==> src/sv/kwc_pkg.sv <==
// Shared types, constants and helper functions of the keyword occurrence counter.
package kwc_pkg;

    // Parameter defaults
    localparam int MAX_WORD_DEF      = 100;
    localparam int KEYWORD_SLOTS_DEF = 6;
    localparam int TALLY_BITS_DEF    = 16;

    // Register map
    localparam int          NUM_KW_REGS = 6;
    localparam int          ADDR_W      = 6;
    localparam logic [2:0]  REG_IN_USE  = 3'd6;
    localparam logic [2:0]  IN_USE_RST  = 3'd6;

    // Keyword register reset values: auto, break, case, char, const, continue
    localparam logic [63:0] KW_RESET [NUM_KW_REGS] = '{
        64'd1869903201, 64'd461195539042, 64'd1702060387,
        64'd1918986339, 64'd500152823651, 64'd7310870969309884259
    };

    // Result kinds
    localparam logic [1:0] KIND_HIT    = 2'd0;
    localparam logic [1:0] KIND_REPORT = 2'd1;
    localparam logic [1:0] KIND_NONE   = 2'd2;

    // Token that walks down the cell chain
    typedef struct packed {
        logic        valid;
        logic        eot;      // end of text: cells report and clear
        logic        cmp;      // head holds a word worth comparing
        logic        hit;      // an earlier cell already matched
        logic [2:0]  hit_idx;
        logic [63:0] head;
    } t_tok;

    function automatic logic is_letter(input logic [7:0] b);
        return ((b >= 8'd65) && (b <= 8'd90)) || ((b >= 8'd97) && (b <= 8'd122));
    endfunction

    function automatic logic is_alnum(input logic [7:0] b);
        return is_letter(b) || ((b >= 8'd48) && (b <= 8'd57));
    endfunction

    // Cut a packed keyword at its first zero byte
    function automatic logic [63:0] trim_keyword(input logic [63:0] kw);
        logic [63:0] r;
        logic        stop;
        r    = '0;
        stop = 1'b0;
        for (int i = 0; i < 8; i++) begin
            if (kw[8*i +: 8] == 8'h00) stop = 1'b1;
            if (!stop) r[8*i +: 8] = kw[8*i +: 8];
        end
        return r;
    endfunction

endpackage

==> src/sv/kwc_in_if.sv <==
// Text input channel: one byte or end-of-text marker per beat.
interface kwc_in_if;
    logic       valid;
    logic       ready;
    logic [7:0] text_byte;
    logic       end_of_text;

    modport source (output valid, text_byte, end_of_text, input ready);
    modport sink   (input valid, text_byte, end_of_text, output ready);
endinterface

==> src/sv/kwc_out_if.sv <==
// Result channel: keyword hits, count reports and the none report.
interface kwc_out_if;
    logic        valid;
    logic        ready;
    logic [1:0]  kind;
    logic [2:0]  keyword_index;
    logic [15:0] occurrences;
    logic        last;

    modport source (output valid, kind, keyword_index, occurrences, last, input ready);
    modport sink   (input valid, kind, keyword_index, occurrences, last, output ready);
endinterface

==> src/sv/kwc_scan.sv <==
// Word splitter: tracks words, issues a token when a word or the text ends.
module kwc_scan
    import kwc_pkg::*;
#(
    parameter int MAX_WORD = MAX_WORD_DEF
) (
    input  logic       i_clk,
    input  logic       i_rst_n,
    input  logic       i_accept,
    input  logic [7:0] i_byte,
    input  logic       i_eot,
    output t_tok       o_tok
);
    localparam int             LW   = $clog2(MAX_WORD);
    localparam logic [LW-1:0]  LIM  = LW'(MAX_WORD - 1);
    localparam logic [LW-1:0]  HEAD = LW'(8);

    logic          r_inside, n_inside;
    logic [LW-1:0] r_len, n_len;
    logic [63:0]   r_head, n_head;
    logic [LW-1:0] w_len1;
    logic [63:0]   w_head1;

    // Next word state and outgoing token
    always_comb begin
        n_inside = r_inside;
        n_len    = r_len;
        n_head   = r_head;
        o_tok    = '0;
        w_len1   = r_len + 1'b1;
        w_head1  = r_head;
        if (r_len < HEAD) begin
            w_head1 = r_head | (64'(i_byte) << {r_len[2:0], 3'b000});
        end
        if (i_accept) begin
            if (i_eot) begin
                o_tok.valid = 1'b1;
                o_tok.eot   = 1'b1;
                o_tok.cmp   = r_inside && (r_len <= HEAD);
                o_tok.head  = r_head;
                n_inside    = 1'b0;
                n_len       = '0;
                n_head      = '0;
            end else if (r_inside) begin
                if (is_alnum(i_byte)) begin
                    if (w_len1 >= LIM) begin
                        // long word: finished as soon as it reaches the limit
                        o_tok.valid = (w_len1 <= HEAD);
                        o_tok.cmp   = (w_len1 <= HEAD);
                        o_tok.head  = w_head1;
                        n_inside    = 1'b0;
                        n_len       = '0;
                        n_head      = '0;
                    end else begin
                        n_len  = w_len1;
                        n_head = w_head1;
                    end
                end else begin
                    o_tok.valid = (r_len <= HEAD);
                    o_tok.cmp   = (r_len <= HEAD);
                    o_tok.head  = r_head;
                    n_inside    = 1'b0;
                    n_len       = '0;
                    n_head      = '0;
                end
            end else if (is_letter(i_byte)) begin
                if (LIM <= LW'(1)) begin
                    o_tok.valid = 1'b1;
                    o_tok.cmp   = 1'b1;
                    o_tok.head  = 64'(i_byte);
                end else begin
                    n_inside = 1'b1;
                    n_len    = LW'(1);
                    n_head   = 64'(i_byte);
                end
            end
        end
    end

    always_ff @(posedge i_clk) begin
        if (!i_rst_n) begin
            r_inside <= 1'b0;
            r_len    <= '0;
            r_head   <= '0;
        end else begin
            r_inside <= n_inside;
            r_len    <= n_len;
            r_head   <= n_head;
        end
    end

endmodule

==> src/sv/kwc_cell.sv <==
// One keyword cell: compares the passing word, keeps its tally, fills its report slot.
module kwc_cell
    import kwc_pkg::*;
#(
    parameter int IDX           = 0,
    parameter int KEYWORD_SLOTS = KEYWORD_SLOTS_DEF,
    parameter int TALLY_BITS    = TALLY_BITS_DEF
) (
    input  logic                                        i_clk,
    input  logic                                        i_rst_n,
    input  logic                                        i_en,
    input  t_tok                                        i_tok,
    input  logic [TALLY_BITS-1:0]                       i_cnt,
    input  logic [KEYWORD_SLOTS-1:0][TALLY_BITS-1:0]    i_rep,
    input  logic [63:0]                                 i_keyword,
    input  logic                                        i_active,
    output t_tok                                        o_tok,
    output logic [TALLY_BITS-1:0]                       o_cnt,
    output logic [KEYWORD_SLOTS-1:0][TALLY_BITS-1:0]    o_rep
);
    logic [TALLY_BITS-1:0]                    r_tally, n_tally, w_inc;
    logic                                     w_match;
    t_tok                                     r_tok, n_tok;
    logic [TALLY_BITS-1:0]                    r_cnt, n_cnt;
    logic [KEYWORD_SLOTS-1:0][TALLY_BITS-1:0] r_rep, n_rep;

    // Compare, bump the saturating tally or clear it at text end, pass the token on
    always_comb begin
        w_match = i_tok.valid && i_tok.cmp && !i_tok.hit && i_active &&
                  (i_tok.head == trim_keyword(i_keyword));
        w_inc   = (&r_tally) ? r_tally : r_tally + 1'b1;
        n_tally = r_tally;
        if (i_en && i_tok.valid) begin
            if (i_tok.eot) begin
                n_tally = '0;
            end else if (w_match) begin
                n_tally = w_inc;
            end
        end
        n_tok = i_tok;
        n_cnt = i_cnt;
        if (w_match) begin
            n_tok.hit     = 1'b1;
            n_tok.hit_idx = 3'(IDX);
            n_cnt         = w_inc;
        end
        n_rep      = i_rep;
        n_rep[IDX] = w_match ? w_inc : r_tally;
    end

    always_ff @(posedge i_clk) begin
        if (!i_rst_n) begin
            r_tally     <= '0;
            r_tok.valid <= 1'b0;
        end else begin
            r_tally <= n_tally;
            if (i_en) r_tok.valid <= n_tok.valid;
        end
        // Token payload
        if (i_en) begin
            r_tok.eot     <= n_tok.eot;
            r_tok.cmp     <= n_tok.cmp;
            r_tok.hit     <= n_tok.hit;
            r_tok.hit_idx <= n_tok.hit_idx;
            r_tok.head    <= n_tok.head;
            r_cnt         <= n_cnt;
            r_rep         <= n_rep;
        end
    end

    assign o_tok = r_tok;
    assign o_cnt = r_cnt;
    assign o_rep = r_rep;

endmodule

==> src/sv/kwc_emit.sv <==
// Result stage: turns one finished token into its hit, report and none beats.
module kwc_emit
    import kwc_pkg::*;
#(
    parameter int KEYWORD_SLOTS = KEYWORD_SLOTS_DEF,
    parameter int TALLY_BITS    = TALLY_BITS_DEF
) (
    input  logic                                        i_clk,
    input  logic                                        i_rst_n,
    input  t_tok                                        i_tok,
    input  logic [TALLY_BITS-1:0]                       i_cnt,
    input  logic [KEYWORD_SLOTS-1:0][TALLY_BITS-1:0]    i_rep,
    input  logic                                        i_out_ready,
    output logic                                        o_take,
    output logic                                        o_valid,
    output logic [1:0]                                  o_kind,
    output logic [2:0]                                  o_index,
    output logic [15:0]                                 o_occ,
    output logic                                        o_last
);
    logic                                     r_busy, n_busy;
    logic                                     r_hit_pend, n_hit_pend;
    logic                                     r_none, n_none;
    logic [KEYWORD_SLOTS-1:0]                 r_mask, n_mask;
    logic [2:0]                               r_hit_idx;
    logic [TALLY_BITS-1:0]                    r_hit_cnt;
    logic [KEYWORD_SLOTS-1:0][TALLY_BITS-1:0] r_rep;
    logic [KEYWORD_SLOTS-1:0]                 w_rest, w_nz;
    logic [2:0]                               w_sel;
    logic [TALLY_BITS-1:0]                    w_sel_cnt;

    // Lowest pending report
    always_comb begin
        w_sel     = '0;
        w_sel_cnt = '0;
        for (int i = KEYWORD_SLOTS - 1; i >= 0; i--) begin
            if (r_mask[i]) begin
                w_sel     = 3'(i);
                w_sel_cnt = r_rep[i];
            end
        end
        w_rest = r_mask & (r_mask - 1'b1);
        for (int i = 0; i < KEYWORD_SLOTS; i++) begin
            w_nz[i] = (i_rep[i] != '0);
        end
    end

    // Current beat: hit first, then reports in table order, else none
    always_comb begin
        o_valid = r_busy;
        if (r_hit_pend) begin
            o_kind  = KIND_HIT;
            o_index = r_hit_idx;
            o_occ   = 16'(r_hit_cnt);
            o_last  = (r_mask == '0) && !r_none;
        end else if (r_mask != '0) begin
            o_kind  = KIND_REPORT;
            o_index = w_sel;
            o_occ   = 16'(w_sel_cnt);
            o_last  = (w_rest == '0);
        end else begin
            o_kind  = KIND_NONE;
            o_index = '0;
            o_occ   = '0;
            o_last  = 1'b1;
        end
        o_take = !r_busy || (i_out_ready && o_last);
    end

    // Load a new token or retire the beat just taken
    always_comb begin
        n_busy     = r_busy;
        n_hit_pend = r_hit_pend;
        n_mask     = r_mask;
        n_none     = r_none;
        if (o_take) begin
            n_busy     = i_tok.valid && (i_tok.hit || i_tok.eot);
            n_hit_pend = i_tok.valid && i_tok.hit;
            n_mask     = (i_tok.valid && i_tok.eot) ? w_nz : '0;
            n_none     = i_tok.valid && i_tok.eot && !i_tok.hit && (w_nz == '0);
        end else if (r_busy && i_out_ready) begin
            if (r_hit_pend) begin
                n_hit_pend = 1'b0;
            end else begin
                n_mask = w_rest;
            end
        end
    end

    always_ff @(posedge i_clk) begin
        if (!i_rst_n) begin
            r_busy     <= 1'b0;
            r_hit_pend <= 1'b0;
            r_mask     <= '0;
            r_none     <= 1'b0;
        end else begin
            r_busy     <= n_busy;
            r_hit_pend <= n_hit_pend;
            r_mask     <= n_mask;
            r_none     <= n_none;
        end
    end

    always_ff @(posedge i_clk) begin
        if (o_take) begin
            r_hit_idx <= i_tok.hit_idx;
            r_hit_cnt <= i_cnt;
            r_rep     <= i_rep;
        end
    end

endmodule

==> src/sv/keyword_occurrence_counter.sv <==
// Keyword occurrence counter: top level with register bank, cell chain and result stage.
//
// Text arrives on i_in, one byte per beat; a beat with end_of_text set closes the text.
// Words (a letter, then letters or digits) are split off by the front end and sent
// down a chain of KEYWORD_SLOTS cells, one per keyword, one cell per cycle while
// the chain moves. Each cell compares the word with its keyword and keeps that
// keyword's saturating tally. Results leave on o_out: a hit beat when a word matches;
// at end of text, a report beat for each nonzero tally in table order, or one none
// beat, with last on the final beat caused by that input.
// Throughput: one input beat per cycle while i_in.ready is high. An end-of-text beat
// gives up to KEYWORD_SLOTS+1 result beats, one per cycle while o_out.ready is high,
// and the chain waits meanwhile. A token is registered in each cell in turn, then
// in the result stage, which presents its result. A stalled receiver holds the
// result stage; the chain stops when a token reaches its end, and i_in.ready drops.
// Reset clears tallies, word state and all pending results, and loads the default
// keywords with all six in use. The user must write registers over APB only while the
// block is idle (not enforced by it); keyword i at byte address 8*i, in-use count at 48.
module keyword_occurrence_counter
    import kwc_pkg::*;
#(
    parameter int MAX_WORD      = MAX_WORD_DEF,
    parameter int KEYWORD_SLOTS = KEYWORD_SLOTS_DEF,
    parameter int TALLY_BITS    = TALLY_BITS_DEF
) (
    input  logic              i_clk,
    input  logic              i_rst_n,
    kwc_in_if.sink            i_in,
    kwc_out_if.source         o_out,
    input  logic              psel,
    input  logic              penable,
    input  logic              pwrite,
    input  logic [ADDR_W-1:0] paddr,
    input  logic [63:0]       pwdata,
    output logic [63:0]       prdata,
    output logic              pready
);
    typedef logic [KEYWORD_SLOTS-1:0][TALLY_BITS-1:0] t_rep;

    logic [63:0]           r_kw [NUM_KW_REGS];
    logic [2:0]            r_in_use;
    logic [2:0]            w_idx;
    logic                  w_en, w_accept, w_take;
    t_tok                  w_tok [KEYWORD_SLOTS+1];
    logic [TALLY_BITS-1:0] w_cnt [KEYWORD_SLOTS+1];
    t_rep                  w_rep [KEYWORD_SLOTS+1];

    // Register port
    assign pready = 1'b1;
    assign w_idx  = paddr[5:3];

    always_comb begin
        if (w_idx < REG_IN_USE) begin
            prdata = r_kw[w_idx];
        end else if (w_idx == REG_IN_USE) begin
            prdata = 64'(r_in_use);
        end else begin
            prdata = '0;
        end
    end

    always_ff @(posedge i_clk) begin
        if (!i_rst_n) begin
            r_kw     <= KW_RESET;
            r_in_use <= IN_USE_RST;
        end else if (psel && penable && pwrite) begin
            if (w_idx < REG_IN_USE) begin
                r_kw[w_idx] <= pwdata;
            end else if (w_idx == REG_IN_USE) begin
                r_in_use <= pwdata[2:0];
            end
        end
    end

    // Chain moves whenever its end token can be handed over
    assign w_en       = !w_tok[KEYWORD_SLOTS].valid || w_take;
    assign w_accept   = i_in.valid && w_en;
    assign i_in.ready = w_en;

    kwc_scan #(
        .MAX_WORD (MAX_WORD)
    ) u_scan (
        .i_clk    (i_clk),
        .i_rst_n  (i_rst_n),
        .i_accept (w_accept),
        .i_byte   (i_in.text_byte),
        .i_eot    (i_in.end_of_text),
        .o_tok    (w_tok[0])
    );

    assign w_cnt[0] = '0;
    assign w_rep[0] = '0;

    // Keyword cells
    for (genvar g = 0; g < KEYWORD_SLOTS; g++) begin : g_cell
        kwc_cell #(
            .IDX           (g),
            .KEYWORD_SLOTS (KEYWORD_SLOTS),
            .TALLY_BITS    (TALLY_BITS)
        ) u_cell (
            .i_clk     (i_clk),
            .i_rst_n   (i_rst_n),
            .i_en      (w_en),
            .i_tok     (w_tok[g]),
            .i_cnt     (w_cnt[g]),
            .i_rep     (w_rep[g]),
            .i_keyword (r_kw[g]),
            .i_active  (3'(g) < r_in_use),
            .o_tok     (w_tok[g+1]),
            .o_cnt     (w_cnt[g+1]),
            .o_rep     (w_rep[g+1])
        );
    end

    kwc_emit #(
        .KEYWORD_SLOTS (KEYWORD_SLOTS),
        .TALLY_BITS    (TALLY_BITS)
    ) u_emit (
        .i_clk       (i_clk),
        .i_rst_n     (i_rst_n),
        .i_tok       (w_tok[KEYWORD_SLOTS]),
        .i_cnt       (w_cnt[KEYWORD_SLOTS]),
        .i_rep       (w_rep[KEYWORD_SLOTS]),
        .i_out_ready (o_out.ready),
        .o_take      (w_take),
        .o_valid     (o_out.valid),
        .o_kind      (o_out.kind),
        .o_index     (o_out.keyword_index),
        .o_occ       (o_out.occurrences),
        .o_last      (o_out.last)
    );

    // Checks
    a_rst_quiet: assert property (@(posedge i_clk)
        !i_rst_n |=> !o_out.valid)
        else $error("result beat right after reset");

    a_stall_cause: assert property (@(posedge i_clk) disable iff (!i_rst_n)
        !i_in.ready |-> o_out.valid)
        else $error("input held off with no result pending");

    a_none_alone: assert property (@(posedge i_clk) disable iff (!i_rst_n)
        (o_out.valid && (o_out.kind == KIND_NONE)) |->
            (o_out.last && (o_out.keyword_index == 3'd0) && (o_out.occurrences == 16'd0)))
        else $error("none beat not a lone final beat");

    a_index_range: assert property (@(posedge i_clk) disable iff (!i_rst_n)
        o_out.valid |-> (o_out.keyword_index < 3'(KEYWORD_SLOTS)))
        else $error("keyword index beyond the cells");

endmodule
==> src/flat_wrapper.sv <==
// flat-port wrapper written by rule: the top's interface ports become plain ports
module keyword_occurrence_counter_flat import kwc_pkg::*;
#(
    parameter int MAX_WORD      = MAX_WORD_DEF,
    parameter int KEYWORD_SLOTS = KEYWORD_SLOTS_DEF,
    parameter int TALLY_BITS    = TALLY_BITS_DEF
)
  (i_clk, i_rst_n, psel, penable, pwrite, paddr, pwdata, prdata, pready, i_in_valid, i_in_text_byte, i_in_end_of_text, i_in_ready, o_out_valid, o_out_kind, o_out_keyword_index, o_out_occurrences, o_out_last, o_out_ready);
  kwc_in_if i_in_i ();
  kwc_out_if o_out_i ();
  input  logic i_clk;
  input  logic i_rst_n;
  input  logic psel;
  input  logic penable;
  input  logic pwrite;
  input  logic [ADDR_W-1:0] paddr;
  input  logic [63:0] pwdata;
  output logic [63:0] prdata;
  output logic pready;
  input wire logic [$bits(i_in_i.valid)-1:0] i_in_valid;
  input wire logic [$bits(i_in_i.text_byte)-1:0] i_in_text_byte;
  input wire logic [$bits(i_in_i.end_of_text)-1:0] i_in_end_of_text;
  output wire logic [$bits(i_in_i.ready)-1:0] i_in_ready;
  output wire logic [$bits(o_out_i.valid)-1:0] o_out_valid;
  output wire logic [$bits(o_out_i.kind)-1:0] o_out_kind;
  output wire logic [$bits(o_out_i.keyword_index)-1:0] o_out_keyword_index;
  output wire logic [$bits(o_out_i.occurrences)-1:0] o_out_occurrences;
  output wire logic [$bits(o_out_i.last)-1:0] o_out_last;
  input wire logic [$bits(o_out_i.ready)-1:0] o_out_ready;
  assign i_in_i.valid = i_in_valid;
  assign i_in_i.text_byte = i_in_text_byte;
  assign i_in_i.end_of_text = i_in_end_of_text;
  assign i_in_ready = i_in_i.ready;
  assign o_out_valid = o_out_i.valid;
  assign o_out_kind = o_out_i.kind;
  assign o_out_keyword_index = o_out_i.keyword_index;
  assign o_out_occurrences = o_out_i.occurrences;
  assign o_out_last = o_out_i.last;
  assign o_out_i.ready = o_out_ready;
  keyword_occurrence_counter #(.MAX_WORD(MAX_WORD), .KEYWORD_SLOTS(KEYWORD_SLOTS), .TALLY_BITS(TALLY_BITS)) u_core (.i_clk(i_clk), .i_rst_n(i_rst_n), .i_in(i_in_i), .o_out(o_out_i), .psel(psel), .penable(penable), .pwrite(pwrite), .paddr(paddr), .pwdata(pwdata), .prdata(prdata), .pready(pready));
endmodule
==> config.mk <==
export PLATFORM = sky130hd
export DESIGN_NAME = keyword_occurrence_counter_flat
export DESIGN_NICKNAME = d
export VERILOG_FILES = /design/src/sv/kwc_pkg.sv /design/src/sv/kwc_in_if.sv /design/src/sv/kwc_out_if.sv /design/src/sv/kwc_scan.sv /design/src/sv/kwc_cell.sv /design/src/sv/kwc_emit.sv /design/src/sv/keyword_occurrence_counter.sv /design/src/flat_wrapper.sv
export SDC_FILE = /design/constraint.sdc
export NUM_CORES = 2
export LEC_CHECK = 0
export BUFFER_PORTS_ARGS = -buffer_cell sky130_fd_sc_hd__buf_2
export CAP_MARGIN = 10
export CORE_ASPECT_RATIO = 1.1
export CORE_MARGIN = 2
export CORE_UTILIZATION = 36
export CTS_CLUSTER_DIAMETER = 30
export DETAILED_ROUTE_END_ITERATION = 10
export SYNTH_ARGS = -nofsm -noshare
export SYNTH_HDL_FRONTEND = slang
export SYNTH_HIERARCHICAL = 1
export SYNTH_SLANG_ARGS = --single-unit
==> constraint.sdc <==
create_clock -name i_clk -period 104.1 [get_ports i_clk]
set_input_delay 0 -clock i_clk [delete_from_list [all_inputs] [get_ports i_clk]]
set_output_delay 0 -clock i_clk [all_outputs]
set_load 0.01 [all_outputs]
# Yosys cells after proc, flatten, opt, wreduce, memory -nomap -nowiden
# Index checks and enable logic that the tools add are counted.
[classes]
multipliers = 0
muxes = 182
n_eq_ne = 8
shifts = 1
n_addsub = 8
n_lt_le_gt_ge = 19
div_mod_pow = 0
reduce_logical = 129
bitwise_logic = 4
[ops]
columns = ["cell", "n"]
rows = [
  ["64-bit two-way mux", 15],
  ["16-bit two-way mux", 31],
  ["384-bit bitwise mux", 1],
  ["64-bit equality test", 6],
  ["8-bit zero test", 48],
  ["8-bit two-way mux", 48],
  ["64-bit binary-select mux with 3-bit select", 1],
  ["64-bit demux with 3-bit select", 1],
  ["16-bit by 1-bit adder with 16-bit output, second input constant", 6],
  ["16-bit AND reduction", 6],
  ["16-bit nonzero test", 6],
  ["64-bit bitwise OR", 1],
  ["8-bit by 6-bit left shift with 64-bit output", 1],
  ["1-bit two-way mux", 63],
  ["1-bit logical AND", 45],
  ["7-bit two-way mux", 5],
  ["3-bit two-way mux", 10],
  ["6-bit two-way mux", 4],
  ["6-bit zero test", 3],
  ["8-bit by 7-bit greater-or-equal comparator with 1-bit output, second input constant", 2],
  ["8-bit by 7-bit <= comparator with 1-bit output, second input constant", 2],
  ["7-bit by 4-bit <= comparator with 1-bit output, second input constant", 2],
  ["1-bit zero test", 9],
  ["8-bit by 6-bit greater-or-equal comparator with 1-bit output, second input constant", 1],
  ["24 further kinds", 34],
]
[word_totals]
inputBits = 86
n_memories = 0
romBits = 0
output_inout_bits = 89
mem_bits_rw = 0
regBits = 1472
latch_bits = 0
word_cells = 440

# Longest topological paths before layout
[depth]
depth_word = 15
mapped_depth = 23
mapped_depth_nobuf = 18

# Modules after synthesis
# The synthesis kept the hierarchy.
[modules_own_cells]
columns = ["module", "area_each_um2", "seq_area_each_um2", "cells_per_inst", "n_inst"]
rows = [
  ["kwc_cell (u_core.g_cell[3].u_cell ...)", 8794.7, 5805.6, 677, 2],
  ["keyword_occurrence_counter", 17460.5, 7747.4, 1883, 1],
  ["kwc_cell (u_core.g_cell[0].u_cell)", 8894.8, 5805.6, 687, 1],
  ["kwc_cell (u_core.g_cell[2].u_cell)", 8881.0, 5805.6, 690, 1],
  ["kwc_cell (u_core.g_cell[1].u_cell)", 8843.5, 5805.6, 690, 1],
  ["kwc_cell (u_core.g_cell[4].u_cell)", 8812.2, 5805.6, 678, 1],
  ["kwc_emit", 5051.1, 3633.5, 345, 1],
  ["kwc_scan", 3629.7, 1441.4, 473, 1],
]

# Least setup slack after synthesis
# No wires, ideal clock.
[synth_timing]
kind = "register -> register"
startpoint = "register u_core.u_emit.r_mask[2]"
endpoint = "register u_core.g_cell[4].u_cell.r_tally[11]"
setup_slack_ns = 67.332
setup_time_ns = 0.200
period_less_slack_ns = 36.768
path_buffers = 2
arrival_time_ns = 36.568
path_stages_with_launch = 10
required_time_ns = 103.900
path_cell_list = "dfxtp_1 clkbuf_1 or4_1 buf_2 a221oi_4 o22ai_2 inv_1 nand2b_1 nand3_1 o311ai_1"
[synth_via]
elab_chain_len = 9
elab_cells_between_ends = 12
cone_classes = "add/sub (1); mux (2); bitwise (1); reduce/logical (8)"
[synth_rtl]
columns = ["item", "line", "rtl"]
rows = [
  ["start: declaration", "kwc_emit.sv:24", "logic [KEYWORD_SLOTS-1:0] r_mask, n_mask;"],
  ["start signal: assignment", "kwc_emit.sv:99", "r_mask <= n_mask;"],
  ["6-bit by 1-bit subtractor with 6-bit output", "kwc_emit.sv:42", "w_rest = r_mask & (r_mask - 1'b1);"],
  ["6-bit bitwise AND", "kwc_emit.sv:42", ""],
  ["6-bit zero test", "kwc_emit.sv:60", "o_last = (w_rest == '0);"],
  ["1-bit two-way mux", "kwc_emit.sv:56", "end else if (r_mask != '0) begin"],
  ["1-bit two-way mux (*)", "kwc_emit.sv:51", "if (r_hit_pend) begin"],
  ["1-bit logical AND (*)", "kwc_emit.sv:67", "o_take = !r_busy || (i_out_ready && o_last);"],
  ["1-bit logical OR (*)", "kwc_emit.sv:67", ""],
  ["via u_core.w_take", "keyword_occurrence_counter.sv:42", "logic w_en, w_accept, w_take;"],
  ["1-bit logical OR (*)", "keyword_occurrence_counter.sv:75", "assign w_en = !w_tok[KEYWORD_SLOTS].valid || w_take;"],
  ["via i_in_ready", "flat_wrapper.sv:23", "output wire logic [$bits(i_in_i.ready)-1:0] i_in_ready;"],
  ["1-bit logical AND (*)", "kwc_cell.sv:33", "if (i_en && i_tok.valid) begin"],
  ["end signal: assignment", "kwc_cell.sv:56", "r_tally <= n_tally;"],
  ["end: declaration", "kwc_cell.sv:21", "logic [TALLY_BITS-1:0] r_tally, n_tally, w_inc;"],
]
# The timed path passes the listed nets; every way through them passes the cells marked *.
# A chain may end at the register's enable or synchronous reset.

==> run metrics <==
leakage power 33.76 nW; WL/cell 28.19 um; setup violators final 0; Die Y 466.5 um; WP data required 104970 ps; Util after Layout 44.26%; pwr dens 20.10 nW/um^2; Yosys warning count 6; DP Worst Slack 95750 ps; ANT nets after route 0; layout cells sized above 1 14.26%; core area 193100 um^2; critical path class reg -> reg; post-cts resize count 0; worst min path class in -> reg; nets 6950; number of global-route vias before repair 53540; initial antenna violation count 12; H-tree Lvls 5; largest net degree at the start of global routing 209; Final Power 1.718 mW; P_sw 0.3790 mW; Clk pin slew, worst setup/hold paths 50 ps; Seq pwr share 36.4%; Clk pwr share 60.6%; DP Wirelength 199800 um; drt total wl 273100 um; area post-placement 72700 um^2; first-pass GRT wire length 383400 um; Post-Syn Area 70000 um^2; cts bufs inserted 333; Final period util 8.155%; via/cell ratio 5.757; via count 55780; Max-cap violations 0; Internal 1.339 mW; Final Hold Viols 0; clk sink count 1472; Root Buffer clkbuf_16; global route overflow 0; routability cong. 1.005; Final Instance Area 85460 um^2; Combinational Power Share 3.0%; CTS tree built; IO Count 175; Clk Latency, worst-skew pair 960 ps; Post-Syn Instances 6495; pins over their slew limit 0; DRC Markers 0; Sw Ratio 22.06%; Initial Util 36.26%; RSZ-0062 raised after global routing false; clk buf depth 4; setup TNS 0 ps; WP data arrival 9360 ps; DRT iter0 DRCs 6328; fill count 17750; Worst R2R Setup Slack 95610 ps; post-route setup slack 95610 ps; FMAX 117.8 MHz; status complete, no violations; maximum VDD drop 0.01781 mV; Die X-Extent 424.4 um; DR pass1 iterations 6; Overall Global Routing Usage 26.87%; Crit. End Element flop; num rows 169; Syn Area/Cell 10.78 um^2; crit path time final 8489 ps; Worst Skew 97.80 ps; Port Buffers 170; Worst Max-Slew Pin Slew 1281 ps; max_slew headroom 13.68%; CP startpoint kind flop; CP max FO 64; die area 198000 um^2; Layout area overhead 22.07%
-- timing repair --
item,in CTS,in global routing
endpoints found under the hold margin,529,0
hold buffers,151,0
buffers inserted,0,0
-- through the flow --
| step | instances | hold slack (ps) |
|---|---|---|
| finish | 9690 | 43.63 |
| global route | 9684 | 32.48 |
| CTS | 9680 | 1.316 |
| detailed placement | 8933 | 257.7 |
| global placement | 8933 | 253.4 |
| floorplan | 6513 | 135.7 |
-- registers in the layout, indices dropped and copies added (netlist names) --
| name | count |
|---|---|
| u_core/u_emit/r_mask | 6 |
| u_core/r_kw | 384 |
| u_core/u_scan/r_len | 7 |
| u_core/g_cell.u_cell/o_rep | 336 |
| u_core/g_cell.u_cell/o_cnt | 96 |
| u_core/u_emit/r_rep | 96 |
| u_core/r_in_use | 3 |
| u_core/u_emit/r_none | 1 |
| u_core/u_emit/r_hit_idx | 3 |
| u_core/u_emit/o_valid | 1 |
| u_core/u_emit/r_hit_pend | 1 |
| u_core/u_scan/r_inside | 1 |
| u_core/g_cell.u_cell/r_tally | 96 |
| u_core/u_emit/r_hit_cnt | 16 |
| u_core/u_scan/r_head | 64 |
| u_core/g_cell.u_cell/o_tok | 361 |
-- power by group through the flow --
stage	Clock [mW]	Sequential (mW)	Combinational, mW
after floorplan	0	0.632	0.0261
after global placement	0	0.635	0.0460
after detailed placement	0	0.635	0.0463
after CTS	1.05	0.624	0.0511
after global routing	1.08	0.624	0.0538
final	1.04	0.624	0.0522
-- per-layer routing --
metal	up-vias	global-route usage (%)	wire length, um
met1	27270	31.76	104000
met5	-	0	0
met3	714	5.218	19890
li1	25240	-	-
met2	2560	42.65	124900
met4	0	21.59	24320
-- placed cells by master, fill, tap and decap left out, types with 93 or more instances in the layout --
master           n
a21oi_1        304
buf_2          166
clkbuf_16      344
dfxtp_1        570
dlygate4sd3_1  151
edfxtp_1       902
inv_1          245
mux2i_1        372
nand2_1        661
nand2b_1       119
nand3_1        372
nor2_1         379
nor4_1         129
o21ai_0        223
xnor2_1        152
xor2_1          93
-- final timing paths --
kind / startpoint / end / cells past startpoint
worst max-delay path: u_core/u_emit/r_mask[4] / u_core/g_cell[0].u_cell/r_tally[13] / 18
worst min-delay path: pwdata[38] / u_core/r_kw[102] / 4
worst max register to register: u_core/u_emit/r_mask[4] / u_core/g_cell[0].u_cell/r_tally[13] / 18
worst min register to register: u_core/g_cell[4].u_cell/o_rep[41] / u_core/g_cell[5].u_cell/o_rep[41] / 0
-- critical path, stage by stage (launching register included) --
cell	delay (ps)
dfxtp_1	530
or4_1	770
a221oi_4	370
o22ai_2	260
inv_4	550
nand2b_4	460
and2_1	570
nand2_1	350
a2bb2oi_4	240
buf_4	330
nor2_1	250
xor2_1	280
nor4_1	350
nand4_1	270
or4_1	750
nor4_2	380
nand4b_1	830
nor2_2	560
o221a_1	240
-- layout make-up --
| cell class | count | area, um^2 | share of cell area (%) |
|---|---|---|---|
| diodes | 9 | 22.52 | 0.02635 |
| clock buffers | 397 | 8977 | 10.51 |
| clock inverters | 199 | 2235 | 2.615 |
| inverters | 249 | 937.1 | 1.097 |
| multi-input cells | 4407 | 28610 | 33.48 |
| flip-flops and latches | 1472 | 38500 | 45.05 |
| well taps | 2565 | 3209 | 3.756 |
| repair buffers | 392 | 2967 | 3.472 |
(Power assumes the default switching activity.)
